[src/hw/rtl/hmc_pkg.sv]
// ----------------------------------------------------------------------------
// hmc_pkg
// Shared types, codes and defaults for the hysteresis mode controller.
// ----------------------------------------------------------------------------
package hmc_pkg;

	// field widths of the channel payloads and registers
	localparam int FIELD_W = 16;
	localparam int CFG_IDX_W = 3;

	// parameter defaults
	localparam int COUNT_WIDTH_DEF = 16;
	localparam int CONF_WIDTH_DEF = 16;

	// register reset values
	localparam logic [FIELD_W-1:0] THR_ON_RST = 16'd45875;
	localparam logic [FIELD_W-1:0] THR_OFF_RST = 16'd26214;
	localparam logic [FIELD_W-1:0] ON_RUNS_RST = 16'd3;
	localparam logic [FIELD_W-1:0] OFF_RUNS_RST = 16'd3;
	localparam logic [FIELD_W-1:0] GRACE_RST = 16'd0;

	typedef enum logic [1:0] {
		MODE_DISABLED = 2'd0,
		MODE_OBSERVING = 2'd1,
		MODE_ACTIVE = 2'd2,
		MODE_RECOVERY = 2'd3
	} mode_t;

	typedef enum logic [CFG_IDX_W-1:0] {
		REG_THRESHOLD_ON = 3'd0,
		REG_THRESHOLD_OFF = 3'd1,
		REG_ON_RUNS = 3'd2,
		REG_OFF_RUNS = 3'd3,
		REG_GRACE = 3'd4
	} cfg_idx_t;

	// settings as the decision logic uses them: masked, ordered, run counts at least one
	typedef struct packed {
		logic [FIELD_W-1:0] thr_on;
		logic [FIELD_W-1:0] thr_off;
		logic [FIELD_W-1:0] on_runs;
		logic [FIELD_W-1:0] off_runs;
		logic [FIELD_W-1:0] grace;
	} cfg_t;

	typedef struct packed {
		logic enable_flag;
		logic recovery_request;
		logic recovery_done;
		logic eligible_flag;
		logic route_ok;
		logic [FIELD_W-1:0] confidence_level;
	} epoch_t;

	typedef struct packed {
		mode_t mode_now;
		logic mode_changed_flag;
		logic activated_flag;
		logic deactivated_flag;
		logic entered_recovery_flag;
		logic exited_recovery_flag;
		logic [FIELD_W-1:0] strong_run_out;
		logic [FIELD_W-1:0] weak_run_out;
		logic [FIELD_W-1:0] active_count_out;
	} result_t;

endpackage

[src/hw/rtl/hmc_if.sv]
// ----------------------------------------------------------------------------
// hmc_if
// Valid/ready channels for epoch items and result items.
// ----------------------------------------------------------------------------
interface hmc_epoch_if;
	logic valid;
	logic ready;
	logic enable_flag;
	logic recovery_request;
	logic recovery_done;
	logic eligible_flag;
	logic route_ok;
	logic [hmc_pkg::FIELD_W-1:0] confidence_level;

	modport source (
		output valid, enable_flag, recovery_request, recovery_done, eligible_flag,
			route_ok, confidence_level,
		input ready
	);
	modport sink (
		input valid, enable_flag, recovery_request, recovery_done, eligible_flag,
			route_ok, confidence_level,
		output ready
	);
endinterface

interface hmc_result_if;
	logic valid;
	logic ready;
	logic [1:0] mode_now;
	logic mode_changed_flag;
	logic activated_flag;
	logic deactivated_flag;
	logic entered_recovery_flag;
	logic exited_recovery_flag;
	logic [hmc_pkg::FIELD_W-1:0] strong_run_out;
	logic [hmc_pkg::FIELD_W-1:0] weak_run_out;
	logic [hmc_pkg::FIELD_W-1:0] active_count_out;

	modport source (
		output valid, mode_now, mode_changed_flag, activated_flag, deactivated_flag,
			entered_recovery_flag, exited_recovery_flag, strong_run_out, weak_run_out,
			active_count_out,
		input ready
	);
	modport sink (
		input valid, mode_now, mode_changed_flag, activated_flag, deactivated_flag,
			entered_recovery_flag, exited_recovery_flag, strong_run_out, weak_run_out,
			active_count_out,
		output ready
	);
	modport monitor (
		input valid, ready, mode_now, mode_changed_flag, activated_flag,
			deactivated_flag, entered_recovery_flag, exited_recovery_flag,
			strong_run_out, weak_run_out, active_count_out
	);
endinterface

[src/hw/rtl/hysteresis_mode_controller_top.sv]
// ----------------------------------------------------------------------------
// hysteresis_mode_controller_top
// Per-epoch four-mode controller with hysteresis on a confidence level.
//
//   channel  dir  handshake     carries
//   epoch    in   valid/ready   control flags and confidence of one epoch
//   result   out  valid/ready   mode, transition flags and run counters
//   cfg      in   cfg_write     register index and data, no read-back
//
// One epoch per clock sustained while results are taken; an accepted epoch
// passes the input register, then the decision logic into the result
// register, which offers it. The mode and counter state updates as the
// result is registered.
// A stalled result holds in its register while the input register still
// fills; the input side stops only when both are occupied.
// Asynchronous active-low reset clears mode and counters, loads the default
// registers, and empties both stages.
// ----------------------------------------------------------------------------
module hysteresis_mode_controller_top #(
	parameter int COUNT_WIDTH = hmc_pkg::COUNT_WIDTH_DEF,
	parameter int CONF_WIDTH = hmc_pkg::CONF_WIDTH_DEF
) (
	input  logic clk,
	input  logic arst_n,
	input  logic cfg_write,
	input  logic [hmc_pkg::CFG_IDX_W-1:0] cfg_index,
	input  logic [hmc_pkg::FIELD_W-1:0] cfg_data,
	hmc_epoch_if.sink epoch,
	hmc_result_if.source result
);

	hmc_pkg::cfg_t cfg;
	hmc_pkg::epoch_t epoch_s1;
	hmc_pkg::result_t res_comb;
	hmc_pkg::result_t res_q;
	logic valid_s1;
	logic res_valid_q;
	logic advance;

	// the first stage moves on whenever the result register is free or drains
	assign advance = valid_s1 && (!res_valid_q || result.ready);
	assign epoch.ready = !valid_s1 || advance;

	hmc_cfg #(
		.COUNT_WIDTH(COUNT_WIDTH),
		.CONF_WIDTH(CONF_WIDTH)
	) u_cfg (
		.clk(clk),
		.arst_n(arst_n),
		.cfg_write(cfg_write),
		.cfg_index(cfg_index),
		.cfg_data(cfg_data),
		.cfg(cfg)
	);

	// input register
	always_ff @(posedge clk or negedge arst_n) begin
		if (!arst_n) begin
			valid_s1 <= 1'b0;
		end else if (epoch.ready) begin
			valid_s1 <= epoch.valid;
		end
	end

	always_ff @(posedge clk) begin
		if (epoch.valid && epoch.ready) begin
			epoch_s1.enable_flag <= epoch.enable_flag;
			epoch_s1.recovery_request <= epoch.recovery_request;
			epoch_s1.recovery_done <= epoch.recovery_done;
			epoch_s1.eligible_flag <= epoch.eligible_flag;
			epoch_s1.route_ok <= epoch.route_ok;
			epoch_s1.confidence_level <= epoch.confidence_level;
		end
	end

	hmc_core #(
		.COUNT_WIDTH(COUNT_WIDTH),
		.CONF_WIDTH(CONF_WIDTH)
	) u_core (
		.clk(clk),
		.arst_n(arst_n),
		.step(advance),
		.epoch(epoch_s1),
		.cfg(cfg),
		.result(res_comb)
	);

	// result register
	always_ff @(posedge clk or negedge arst_n) begin
		if (!arst_n) begin
			res_valid_q <= 1'b0;
		end else if (!res_valid_q || result.ready) begin
			res_valid_q <= valid_s1;
		end
	end

	always_ff @(posedge clk) begin
		if (advance) begin
			res_q <= res_comb;
		end
	end

	assign result.valid = res_valid_q;
	assign result.mode_now = res_q.mode_now;
	assign result.mode_changed_flag = res_q.mode_changed_flag;
	assign result.activated_flag = res_q.activated_flag;
	assign result.deactivated_flag = res_q.deactivated_flag;
	assign result.entered_recovery_flag = res_q.entered_recovery_flag;
	assign result.exited_recovery_flag = res_q.exited_recovery_flag;
	assign result.strong_run_out = res_q.strong_run_out;
	assign result.weak_run_out = res_q.weak_run_out;
	assign result.active_count_out = res_q.active_count_out;

endmodule

[src/hw/rtl/hmc_cfg.sv]
// ----------------------------------------------------------------------------
// hmc_cfg
// Configuration registers and their normalization for the decision logic.
// ----------------------------------------------------------------------------
module hmc_cfg #(
	parameter int COUNT_WIDTH = hmc_pkg::COUNT_WIDTH_DEF,
	parameter int CONF_WIDTH = hmc_pkg::CONF_WIDTH_DEF
) (
	input  logic clk,
	input  logic arst_n,
	input  logic cfg_write,
	input  logic [hmc_pkg::CFG_IDX_W-1:0] cfg_index,
	input  logic [hmc_pkg::FIELD_W-1:0] cfg_data,
	output hmc_pkg::cfg_t cfg
);

	localparam int FW = hmc_pkg::FIELD_W;
	localparam int CONF_BITS = (CONF_WIDTH < FW) ? CONF_WIDTH : FW;
	localparam int CNT_BITS = (COUNT_WIDTH < FW) ? COUNT_WIDTH : FW;
	localparam logic [FW-1:0] CONF_MASK = FW'((33'd1 << CONF_BITS) - 33'd1);
	localparam logic [FW-1:0] CNT_MASK = FW'((33'd1 << CNT_BITS) - 33'd1);

	logic [FW-1:0] thr_on_q;
	logic [FW-1:0] thr_off_q;
	logic [FW-1:0] on_runs_q;
	logic [FW-1:0] off_runs_q;
	logic [FW-1:0] grace_q;

	logic [FW-1:0] on_m;
	logic [FW-1:0] off_m;
	logic [FW-1:0] on_runs_m;
	logic [FW-1:0] off_runs_m;

	// register writes, unknown indexes are dropped
	always_ff @(posedge clk or negedge arst_n) begin
		if (!arst_n) begin
			thr_on_q <= hmc_pkg::THR_ON_RST;
			thr_off_q <= hmc_pkg::THR_OFF_RST;
			on_runs_q <= hmc_pkg::ON_RUNS_RST;
			off_runs_q <= hmc_pkg::OFF_RUNS_RST;
			grace_q <= hmc_pkg::GRACE_RST;
		end else if (cfg_write) begin
			unique case (hmc_pkg::cfg_idx_t'(cfg_index))
				hmc_pkg::REG_THRESHOLD_ON: thr_on_q <= cfg_data;
				hmc_pkg::REG_THRESHOLD_OFF: thr_off_q <= cfg_data;
				hmc_pkg::REG_ON_RUNS: on_runs_q <= cfg_data;
				hmc_pkg::REG_OFF_RUNS: off_runs_q <= cfg_data;
				hmc_pkg::REG_GRACE: grace_q <= cfg_data;
				default: ;
			endcase
		end
	end

	// mask to the working widths, order the thresholds, zero persistence as one
	always_comb begin
		on_m = thr_on_q & CONF_MASK;
		off_m = thr_off_q & CONF_MASK;
		on_runs_m = on_runs_q & CNT_MASK;
		off_runs_m = off_runs_q & CNT_MASK;
		if (on_m < off_m) begin
			cfg.thr_on = off_m;
			cfg.thr_off = on_m;
		end else begin
			cfg.thr_on = on_m;
			cfg.thr_off = off_m;
		end
		cfg.on_runs = (on_runs_m == '0) ? FW'(1) : on_runs_m;
		cfg.off_runs = (off_runs_m == '0) ? FW'(1) : off_runs_m;
		cfg.grace = grace_q & CNT_MASK;
	end

endmodule

[src/hw/rtl/hmc_core.sv]
// ----------------------------------------------------------------------------
// hmc_core
// Mode and run counter state with the per-epoch decision logic.
// ----------------------------------------------------------------------------
module hmc_core #(
	parameter int COUNT_WIDTH = hmc_pkg::COUNT_WIDTH_DEF,
	parameter int CONF_WIDTH = hmc_pkg::CONF_WIDTH_DEF
) (
	input  logic clk,
	input  logic arst_n,
	input  logic step,
	input  hmc_pkg::epoch_t epoch,
	input  hmc_pkg::cfg_t cfg,
	output hmc_pkg::result_t result
);

	localparam int FW = hmc_pkg::FIELD_W;
	localparam int CONF_BITS = (CONF_WIDTH < FW) ? CONF_WIDTH : FW;

	hmc_pkg::mode_t mode_q;
	hmc_pkg::mode_t mode_n;
	logic [COUNT_WIDTH-1:0] strong_q, weak_q, act_q;
	logic [COUNT_WIDTH-1:0] strong_n, weak_n, act_n;
	logic [COUNT_WIDTH-1:0] strong_base, strong_inc, weak_inc, act_inc;
	logic [COUNT_WIDTH-1:0] on_p, off_p, grace;
	logic [FW-1:0] conf;
	logic strong_hit, weak_hit;
	logic act, deact, ent, ext;

	// saturating increment
	function automatic logic [COUNT_WIDTH-1:0] sat_inc(input logic [COUNT_WIDTH-1:0] v);
		return (&v) ? v : v + COUNT_WIDTH'(1);
	endfunction

	assign conf = FW'(epoch.confidence_level[CONF_BITS-1:0]);
	assign strong_hit = conf >= cfg.thr_on;
	assign weak_hit = conf <= cfg.thr_off;
	assign on_p = COUNT_WIDTH'(cfg.on_runs);
	assign off_p = COUNT_WIDTH'(cfg.off_runs);
	assign grace = COUNT_WIDTH'(cfg.grace);

	// coming from disabled the strong run starts from zero
	assign strong_base = (mode_q == hmc_pkg::MODE_DISABLED) ? '0 : strong_q;
	assign strong_inc = strong_hit ? sat_inc(strong_base) : '0;
	assign act_inc = sat_inc(act_q);
	assign weak_inc = weak_hit ? sat_inc(weak_q) : '0;

	// decision for one epoch, in priority order
	always_comb begin
		mode_n = mode_q;
		strong_n = '0;
		weak_n = '0;
		act_n = '0;
		act = 1'b0;
		deact = 1'b0;
		ent = 1'b0;
		ext = 1'b0;
		if (!epoch.enable_flag) begin
			deact = (mode_q == hmc_pkg::MODE_ACTIVE);
			mode_n = hmc_pkg::MODE_DISABLED;
		end else if (epoch.recovery_request) begin
			deact = (mode_q == hmc_pkg::MODE_ACTIVE);
			ent = (mode_q != hmc_pkg::MODE_RECOVERY);
			mode_n = hmc_pkg::MODE_RECOVERY;
		end else if (mode_q == hmc_pkg::MODE_RECOVERY) begin
			if (epoch.recovery_done) begin
				ext = 1'b1;
				mode_n = epoch.eligible_flag ? hmc_pkg::MODE_OBSERVING
					: hmc_pkg::MODE_DISABLED;
			end
		end else if (!epoch.eligible_flag) begin
			deact = (mode_q == hmc_pkg::MODE_ACTIVE);
			mode_n = hmc_pkg::MODE_DISABLED;
		end else if (mode_q == hmc_pkg::MODE_ACTIVE) begin
			// active: count epochs and weak run, fall back after grace
			if (act_inc >= grace && weak_inc >= off_p) begin
				mode_n = hmc_pkg::MODE_OBSERVING;
				deact = 1'b1;
			end else begin
				act_n = act_inc;
				weak_n = weak_inc;
			end
		end else begin
			// observing, also entered from disabled this epoch
			if (strong_inc >= on_p && epoch.route_ok) begin
				mode_n = hmc_pkg::MODE_ACTIVE;
				act = 1'b1;
			end else begin
				mode_n = hmc_pkg::MODE_OBSERVING;
				strong_n = strong_inc;
			end
		end
	end

	// state advances once per processed epoch
	always_ff @(posedge clk or negedge arst_n) begin
		if (!arst_n) begin
			mode_q <= hmc_pkg::MODE_DISABLED;
			strong_q <= '0;
			weak_q <= '0;
			act_q <= '0;
		end else if (step) begin
			mode_q <= mode_n;
			strong_q <= strong_n;
			weak_q <= weak_n;
			act_q <= act_n;
		end
	end

	always_comb begin
		result.mode_now = mode_n;
		result.mode_changed_flag = (mode_n != mode_q);
		result.activated_flag = act;
		result.deactivated_flag = deact;
		result.entered_recovery_flag = ent;
		result.exited_recovery_flag = ext;
		result.strong_run_out = FW'(strong_n);
		result.weak_run_out = FW'(weak_n);
		result.active_count_out = FW'(act_n);
	end

endmodule

[src/flat_wrapper.sv]
// flat-port wrapper written by rule: the top's interface ports become plain ports
module hysteresis_mode_controller_top_flat 
#(
	parameter int COUNT_WIDTH = hmc_pkg::COUNT_WIDTH_DEF,
	parameter int CONF_WIDTH = hmc_pkg::CONF_WIDTH_DEF
)
  (clk, arst_n, cfg_write, cfg_index, cfg_data, epoch_valid, epoch_enable_flag, epoch_recovery_request, epoch_recovery_done, epoch_eligible_flag, epoch_route_ok, epoch_confidence_level, epoch_ready, result_valid, result_mode_now, result_mode_changed_flag, result_activated_flag, result_deactivated_flag, result_entered_recovery_flag, result_exited_recovery_flag, result_strong_run_out, result_weak_run_out, result_active_count_out, result_ready);
  hmc_epoch_if epoch_i ();
  hmc_result_if result_i ();
  input  logic clk;
  input  logic arst_n;
  input  logic cfg_write;
  input  logic [hmc_pkg::CFG_IDX_W-1:0] cfg_index;
  input  logic [hmc_pkg::FIELD_W-1:0] cfg_data;
  input wire logic [$bits(epoch_i.valid)-1:0] epoch_valid;
  input wire logic [$bits(epoch_i.enable_flag)-1:0] epoch_enable_flag;
  input wire logic [$bits(epoch_i.recovery_request)-1:0] epoch_recovery_request;
  input wire logic [$bits(epoch_i.recovery_done)-1:0] epoch_recovery_done;
  input wire logic [$bits(epoch_i.eligible_flag)-1:0] epoch_eligible_flag;
  input wire logic [$bits(epoch_i.route_ok)-1:0] epoch_route_ok;
  input wire logic [$bits(epoch_i.confidence_level)-1:0] epoch_confidence_level;
  output wire logic [$bits(epoch_i.ready)-1:0] epoch_ready;
  output wire logic [$bits(result_i.valid)-1:0] result_valid;
  output wire logic [$bits(result_i.mode_now)-1:0] result_mode_now;
  output wire logic [$bits(result_i.mode_changed_flag)-1:0] result_mode_changed_flag;
  output wire logic [$bits(result_i.activated_flag)-1:0] result_activated_flag;
  output wire logic [$bits(result_i.deactivated_flag)-1:0] result_deactivated_flag;
  output wire logic [$bits(result_i.entered_recovery_flag)-1:0] result_entered_recovery_flag;
  output wire logic [$bits(result_i.exited_recovery_flag)-1:0] result_exited_recovery_flag;
  output wire logic [$bits(result_i.strong_run_out)-1:0] result_strong_run_out;
  output wire logic [$bits(result_i.weak_run_out)-1:0] result_weak_run_out;
  output wire logic [$bits(result_i.active_count_out)-1:0] result_active_count_out;
  input wire logic [$bits(result_i.ready)-1:0] result_ready;
  assign epoch_i.valid = epoch_valid;
  assign epoch_i.enable_flag = epoch_enable_flag;
  assign epoch_i.recovery_request = epoch_recovery_request;
  assign epoch_i.recovery_done = epoch_recovery_done;
  assign epoch_i.eligible_flag = epoch_eligible_flag;
  assign epoch_i.route_ok = epoch_route_ok;
  assign epoch_i.confidence_level = epoch_confidence_level;
  assign epoch_ready = epoch_i.ready;
  assign result_valid = result_i.valid;
  assign result_mode_now = result_i.mode_now;
  assign result_mode_changed_flag = result_i.mode_changed_flag;
  assign result_activated_flag = result_i.activated_flag;
  assign result_deactivated_flag = result_i.deactivated_flag;
  assign result_entered_recovery_flag = result_i.entered_recovery_flag;
  assign result_exited_recovery_flag = result_i.exited_recovery_flag;
  assign result_strong_run_out = result_i.strong_run_out;
  assign result_weak_run_out = result_i.weak_run_out;
  assign result_active_count_out = result_i.active_count_out;
  assign result_i.ready = result_ready;
  hysteresis_mode_controller_top #(.COUNT_WIDTH(COUNT_WIDTH), .CONF_WIDTH(CONF_WIDTH)) u_core (.clk(clk), .arst_n(arst_n), .cfg_write(cfg_write), .cfg_index(cfg_index), .cfg_data(cfg_data), .epoch(epoch_i), .result(result_i));
endmodule
[config.mk]
export PLATFORM = sky130hd
export DESIGN_NAME = hysteresis_mode_controller_top_flat
export DESIGN_NICKNAME = d
export VERILOG_FILES = /design/src/hw/rtl/hmc_pkg.sv /design/src/hw/rtl/hmc_if.sv /design/src/hw/rtl/hysteresis_mode_controller_top.sv /design/src/hw/rtl/hmc_cfg.sv /design/src/hw/rtl/hmc_core.sv /design/src/flat_wrapper.sv
export SDC_FILE = /design/constraint.sdc
export NUM_CORES = 1
export LEC_CHECK = 0
export BUFFER_PORTS_ARGS = -buffer_cell sky130_fd_sc_hd__buf_2
export CAP_MARGIN = 25
export CORE_ASPECT_RATIO = 2
export CORE_MARGIN = 2
export CORE_UTILIZATION = 55
export DETAILED_ROUTE_END_ITERATION = 10
export PLACE_DENSITY_LB_ADDON = 0.1
export SLEW_MARGIN = 20
export SYNTH_ARGS = -nofsm -noshare
export SYNTH_HDL_FRONTEND = slang
export SYNTH_SLANG_ARGS = --single-unit
[constraint.sdc]
create_clock -name clk -period 5.45 [get_ports clk]
set_input_delay 1.09 -clock clk [delete_from_list [all_inputs] [get_ports clk]]
set_output_delay 1.09 -clock clk [all_outputs]
set_load 0.1 [all_outputs]
* After elaboration in Yosys (flattened, before gate mapping)
Index checks and enable logic that the tools add are counted.
** Operators by class
- Multiplexer cells :: 44
- Equality and inequality tests :: 8
- Magnitude comparators :: 6
- Add/sub/neg operators :: 3
- Reductions and logical operators :: 23
- Bitwise gates (word level) :: 3
** Operator list (number)
- 2-to-1 mux 16 bit :: 26
- >= comparator 16 bit :: 4
- adder 16 x 1 -> 16 bit (second input constant) :: 3
- AND reduction 16 bit :: 3
- zero test 16 bit :: 2
- 2-to-1 mux 32 bit :: 1
- less-or-equal comparator 16 bit :: 1
- < comparator 16 bit :: 1
- 2-to-1 mux 2 bit :: 8
- AND reduction 2 bit :: 6
- 2-to-1 mux 1 bit :: 9
- == test 3 x 2 -> 1 bit (second input constant) :: 2
- OR reduction 5 bit :: 1
- == test 2 bit (second input constant) :: 2
- logical AND 1 bit :: 4
- == test 3 x 1 -> 1 bit (second input constant) :: 1
- == test 3 bit (second input constant) :: 1
- zero test 3 bit :: 1
- NOT 1 bit :: 3
- OR reduction 3 bit :: 1
- zero test 1 bit :: 2
- zero test 2 bit :: 1
- logical OR 1 bit :: 2
- inequality test 2 bit :: 1
- inequality test 2 bit (second input constant) :: 1
** Storage, ports and cells
- Flip-flop bits (word level) :: 208
- Word-level logic and storage cells :: 113
- Bits of input ports :: 45
- Output and inout bits :: 57

* Logic depth before layout (Yosys ltp)
- Depth in word-level cells :: 14
- Gate-level depth with buffers :: 27

* Hierarchy
Synthesis repeated with hierarchy kept, for this count alone.
** Second synthesis, totals
- Cells, all modules :: 1140
- Area total of the unflattened synthesis :: 12344.3 µm²
** By module, submodules not included
- hmc_core :: cells an instance 737, instances 1, sequential area each 1251.2 µm², area an instance 5868.1 µm²
- hmc_cfg :: cells an instance 319, instances 1, sequential area each 2028.2 µm², area an instance 4090.2 µm²
- hysteresis_mode_controller_top :: cells an instance 84, instances 1, sequential area each 2332.2 µm², area an instance 2386.0 µm²

* Least setup slack after synthesis
No wires, ideal clock.
- Path type :: register to register
- Start point :: register u_core.u_cfg.thr_off_q[9], in the netlist u_core.u_cfg.off_m[9]
- End point :: register u_core.u_core.strong_q[0]
- Setup slack :: -286 ps
- Data required time :: 5328 ps
- Library setup time :: 122 ps
- Path buffers :: 4
- Arrival :: 5614 ps
- Cell stages (with the launch flop) :: 28
- Cells stage by stage :: dfstp_2 -> inv_1 -> ha_1 -> a21o_1 -> a21o_1 -> a21oi_1 -> o211ai_1 -> a31oi_1 -> buf_2 -> mux2i_1 -> ha_1 -> a21o_1 -> a21o_1 -> a221o_1 -> nor3b_1 -> a21o_1 -> buf_2 -> nor2_1 -> ha_1 -> a21oi_1 -> o21ai_0 -> a211oi_1 -> a211o_1 -> and3_1 -> clkbuf_1 -> and2_1 -> clkbuf_1 -> a32o_1
** On the way
- Word-level cells in the longest chain between the ends :: 12
** Ends and longest elaborated chain
- start: declaration :: RTL line hmc_cfg.sv:24 : logic [FW-1:0] thr_off_q;
- start signal: assignment :: RTL line hmc_cfg.sv:38 : thr_off_q <= hmc_pkg::THR_OFF_RST;
- start signal: assignment :: RTL line hmc_cfg.sv:45 : hmc_pkg::REG_THRESHOLD_OFF: thr_off_q <= cfg_data;
- < comparator 16 bit :: RTL line hmc_cfg.sv:60 : if (on_m < off_m) begin
- 2-to-1 mux 32 bit (*) :: RTL line hmc_cfg.sv:60
- >= comparator 16 bit (*) :: RTL line hmc_core.sv:36 : assign strong_hit = conf >= cfg.thr_on;
- 2-to-1 mux 16 bit (*) :: RTL line hmc_core.sv:44 : assign strong_inc = strong_hit ? sat_inc(strong_base) : '0;
- >= comparator 16 bit :: RTL line hmc_core.sv:85 : if (strong_inc >= on_p && epoch.route_ok) begin
- logical AND 1 bit :: RTL line hmc_core.sv:85
- 2-to-1 mux 16 bit (*) :: RTL line hmc_core.sv:85
- 2-to-1 mux 16 bit (*) :: RTL line hmc_core.sv:74 : end else if (mode_q == hmc_pkg::MODE_ACTIVE) begin
- 2-to-1 mux 16 bit (*) :: RTL line hmc_core.sv:71 : end else if (!epoch.eligible_flag) begin
- 2-to-1 mux 16 bit (*) :: RTL line hmc_core.sv:65 : end else if (mode_q == hmc_pkg::MODE_RECOVERY) begin
- 2-to-1 mux 16 bit (*) :: RTL line hmc_core.sv:61 : end else if (epoch.recovery_request) begin
- 2-to-1 mux 16 bit (*) :: RTL line hmc_core.sv:58 : if (!epoch.enable_flag) begin
- end signal: assignment :: RTL line hmc_core.sv:104 : strong_q <= strong_n;
- end: declaration :: RTL line hmc_core.sv:22 : logic [COUNT_WIDTH-1:0] strong_q, weak_q, act_q;
Every way passes the cells marked *; elsewhere a longest branch is shown, timed or not.
A chain may end at the register's enable or synchronous reset.

==> metrics list <==
- The run finished, with violations left.
* Violations in the final reports: setup timing
- The clock passes through at most 3 buffers.
- Power density over the cells: between 300 and 400 nW/µm²
* Final setup margin: -115 ps
- For the worst setup path, the data required time is 5820 ps.
- Internal reg-to-reg setup slack: -120 ps
- The final route contains approximately 9.2k vias.
- The most used flip-flop cell after synthesis is sky130_fd_sc_hd__dfrtp_1.
- For the final database, setup skew stands at about 22 ps.
- Final global-route overflow total: 0
- Via count of the first global-routing pass: 9434
- Via density per instance: ~6
- The register with the most flip-flops in the layout has 21 of them.
- Maximum number of pins on one net before global-route repair: 89
- The finished cells cover 15100 µm².
- Critical path launch point: u_core.u_cfg.off_m[9]
- Post-Syn Area per Cell: ~11 µm²
* Share of final-layout standard cells stronger than drive strength 1: 0.390
- The worst register-to-register path has a depth of 27.
- The first detailed-routing pass took 7 iterations.
* Final clock period utilization by the worst path: 1.02
- H-tree depth: 1
* Number of top-level design ports: about 100
* Cell taking the most area after synthesis: sky130_fd_sc_hd__dfrtp_1
- Largest reg by FF count: u_core.epoch_s1
- The cell count after synthesis came out at around 1.1k.
* Slew HR: 0.195
* Share of synthesized flip-flops with an asynchronous set or reset: 0.635
* Number of buffers added by the clock tree synthesis step: 20
* Mapped Nets: about 1.2k
- Crit end category: register
* Critical R2R Capture: u_core.result.active_count_out[0]
- The final layout contains routed wiring with a total length of roughly 31000 µm.
- At the end of routability-driven placement, the weighted congestion stood at roughly 0.9.
* Synthesis warning total: 0
- The routed design could run at a clock period as short as 5570 ps.
- Die height: 210 µm
- For this run, design rule violations remaining after detail routing come to 0.
- In this run the remaining antenna-violating nets after routing total 0.
* Clock group share of total power: 0.256
* Cells taking the most area after synthesis: sky130_fd_sc_hd__dfrtp_1, sky130_fd_sc_hd__edfxtp_1, sky130_fd_sc_hd__ha_1, sky130_fd_sc_hd__mux2_2, sky130_fd_sc_hd__dfstp_2
- The share of the Yosys chip area taken by registers is 0.483.
- Cell internal power dissipation: ~3.5 mW
- For the pin with the worst max-slew slack, the measured transition is around 1200 ps.
- Following the worst setup path forward leads to its endpoint at u_core.result.active_count_out[0].
- The mapped netlist covers roughly 12000 µm².
* Initial antenna violation count: 1
- After floorplanning, the core was sized to cover between 20000 and 25000 µm².
- Port Buf Inserts: ~100
- Maximum clock frequency: around 180 MHz
- The hold violation count in the final report is 0.
* TritonCTS clock tree: built
- For this design the total switching power over the nets is 1.91 mW.
* Number of distinct standard cells referenced by the synthesized netlist: 66
- Half-perimeter wire length after detailed placement: 21600 µm
- Startpoint of the worst register-to-register path: u_core.u_cfg.off_m[9]
- Max-cap violations in this run came to 0.
* Yosys top cell area share: 0.239
- Clock tree synthesis selected as its root buffer the cell sky130_fd_sc_hd__clkbuf_16.
* Peak supply drop: roughly 0.36 mV
* Register bit total from synthesis: around 210
- Final routed wire length divided by cell count: slightly below 20 µm
- DIE AREA: about 22000 µm²
* Switching fraction of total power: 0.352
* Comb pwr share: 0.386
* Count of clock tree sinks: around 210
* Num rows: 75
- In the global route stage, overall resource usage came out at 0.275.
- RSZ-0062 raised after global routing: true
- Post-synth top cells: sky130_fd_sc_hd__dfrtp_1, sky130_fd_sc_hd__nand2_1, sky130_fd_sc_hd__ha_1, sky130_fd_sc_hd__edfxtp_1
- Critical path fanouts, max: 8
- Power after layout: ~5.4 mW
- The number of max-slew violations in the final report is 0.
- Startpoint Class: register
* Number of nets in the finished design: ~1.4k
- Worst min-delay path category: primary input to asynchronous set/reset pin
* Number of enable-type register cells in the synthesized netlist: between 70 and 80
* Sequential fraction of design power: 0.358
- Hold Buf Count CTS: 0
* Leading cell type by number of instances after synthesis: sky130_fd_sc_hd__dfrtp_1
- DRC marker count from the first detailed-route iteration: 431
* Worst setup path class: register to register
- Setup violations remaining at the end of the flow were counted as 45.
- Starting density of the core: 0.558
- Leakage power of the design: 6.64 nW
- Insertion delay of the later-clocked pin in the worst-skew pair: 520 ps
- The die is approximately 110 µm wide.
- The placed instances occupy a cell area of between 10000 and 15000 µm².
- Utilization after layout: 0.726
- After clock tree synthesis, the clock-pin slew on the worst setup and hold paths is 70 ps.
- Post-synthesis to final-layout area growth: 30.2%
- STA puts the critical path data arrival time at roughly 5900 ps.
- Global-route wire length before repair: roughly 48000 µm
[stage by stage]
stage	worst slack (ps)	instances	setup TNS (ps)	hold WS (ps)
6_report	-115	1563	-2110	464
2_1_floorplan	-34.1	1082	-34.1	457
5_1_grt	-337	1563	-21170	469
3_5_place_dp	-440	1490	-26600	490
3_3_place_gp	-343	1490	-21140	481
4_1_cts	-12.3	1548	-22.8	508
[cell usage in the layout, fill, tap and decap left out, types with 24 or more instances in the layout]
master                       n
sky130_fd_sc_hd__o21ai_0    51
sky130_fd_sc_hd__mux2i_1    34
sky130_fd_sc_hd__nand4_1    24
sky130_fd_sc_hd__a21oi_1    28
sky130_fd_sc_hd__edfxtp_1   76
sky130_fd_sc_hd__ha_1       73
sky130_fd_sc_hd__mux2_2     48
sky130_fd_sc_hd__buf_4      84
sky130_fd_sc_hd__dfrtp_1   111
sky130_fd_sc_hd__nand2_1    98
sky130_fd_sc_hd__buf_2     100
sky130_fd_sc_hd__and2_4     28
sky130_fd_sc_hd__nor2_1     27
sky130_fd_sc_hd__inv_1      67
[final cells by class]
cell class,instances,area (µm²)
antenna,1,2.50
clock buffer,28,602
clock inverter,8,57.6
fill,1517,5710
inverter,70,264
multi-input combinational,765,6690
sequential,208,5610
tap,269,337
timing repair buffer,214,1560
[worst max-delay path: stages (launching register included)]
cell and delay [ps]:
sky130_fd_sc_hd__dfstp_2 550, sky130_fd_sc_hd__inv_2 50, sky130_fd_sc_hd__ha_4 210, sky130_fd_sc_hd__a21o_1 170, sky130_fd_sc_hd__a21o_1 150, sky130_fd_sc_hd__a21oi_2 120
sky130_fd_sc_hd__o211ai_1 150, sky130_fd_sc_hd__a31oi_4 260, sky130_fd_sc_hd__buf_6 180, sky130_fd_sc_hd__buf_4 110, sky130_fd_sc_hd__mux2i_1 200, sky130_fd_sc_hd__ha_1 270
sky130_fd_sc_hd__a21oi_1 180, sky130_fd_sc_hd__o21ai_1 150, sky130_fd_sc_hd__a221oi_2 330, sky130_fd_sc_hd__a31oi_4 220, sky130_fd_sc_hd__buf_6 180, sky130_fd_sc_hd__a211oi_4 230
sky130_fd_sc_hd__ha_4 260, sky130_fd_sc_hd__a211oi_2 250, sky130_fd_sc_hd__o21ai_2 110, sky130_fd_sc_hd__a21oi_2 150, sky130_fd_sc_hd__o21ai_2 100, sky130_fd_sc_hd__a211oi_4 290
sky130_fd_sc_hd__buf_12 180, sky130_fd_sc_hd__buf_12 140, sky130_fd_sc_hd__buf_6 100, sky130_fd_sc_hd__nor2b_1 120
[how the worst min path moves through the flow]
stage                               start  slack (ps)                      end  cells past startpoint
final                              arst_n         460  u_core.u_core.weak_q[3]                      1
after global routing               arst_n         470  u_core.u_core.weak_q[3]                      1
after CTS                 u_core.valid_s1         510      u_core.result.valid                      1
after detailed placement  u_core.valid_s1         490      u_core.result.valid                      1
after global placement    u_core.valid_s1         480      u_core.result.valid                      1
after floorplan           u_core.valid_s1         460      u_core.result.valid                      1
[power groups by stage]
stage | Sequential (mW) | Combinational (mW) | Clock (mW)
after floorplan | 2.14 | 0.840 | 0
after global placement | 1.96 | 1.55 | 0
after detailed placement | 1.96 | 1.59 | 0
after CTS | 1.94 | 1.86 | 1.41
after global routing | 1.96 | 2.26 | 1.47
final | 1.94 | 2.09 | 1.39
[layer usage]
| metal | GRT usage | share of wire | wire [µm] | up-vias |
|---|---|---|---|---|
| met5 | 0 | 0 | 0 | - |
| met4 | 0.163 | 0.066 | 2050 | 0 |
| met3 | 0.0264 | 0.031 | 946 | 120 |
| met2 | 0.526 | 0.56 | 17300 | 247 |
| met1 | 0.280 | 0.34 | 10600 | 4496 |
| li1 | - | - | - | 4306 |
[logic make-up after synthesis]
logic type,count (synthesis),share of synthesized area
simple gates,338,0.151
xor+xnor,33,0.0249
mux,98,0.0910
buf+inv,110,0.0386
compound gates,197,0.106
fa+ha+maj,98,0.106
flops,208,0.483
[what timing repair did]
item,4_1_cts,5_1_grt
gates cloned,4,2
pin swaps,51,95
buffers inserted,19,16
resized for setup,96,176
endpoints found under the setup margin,103,103
Note: power is estimated with default switching activity, not from simulation.
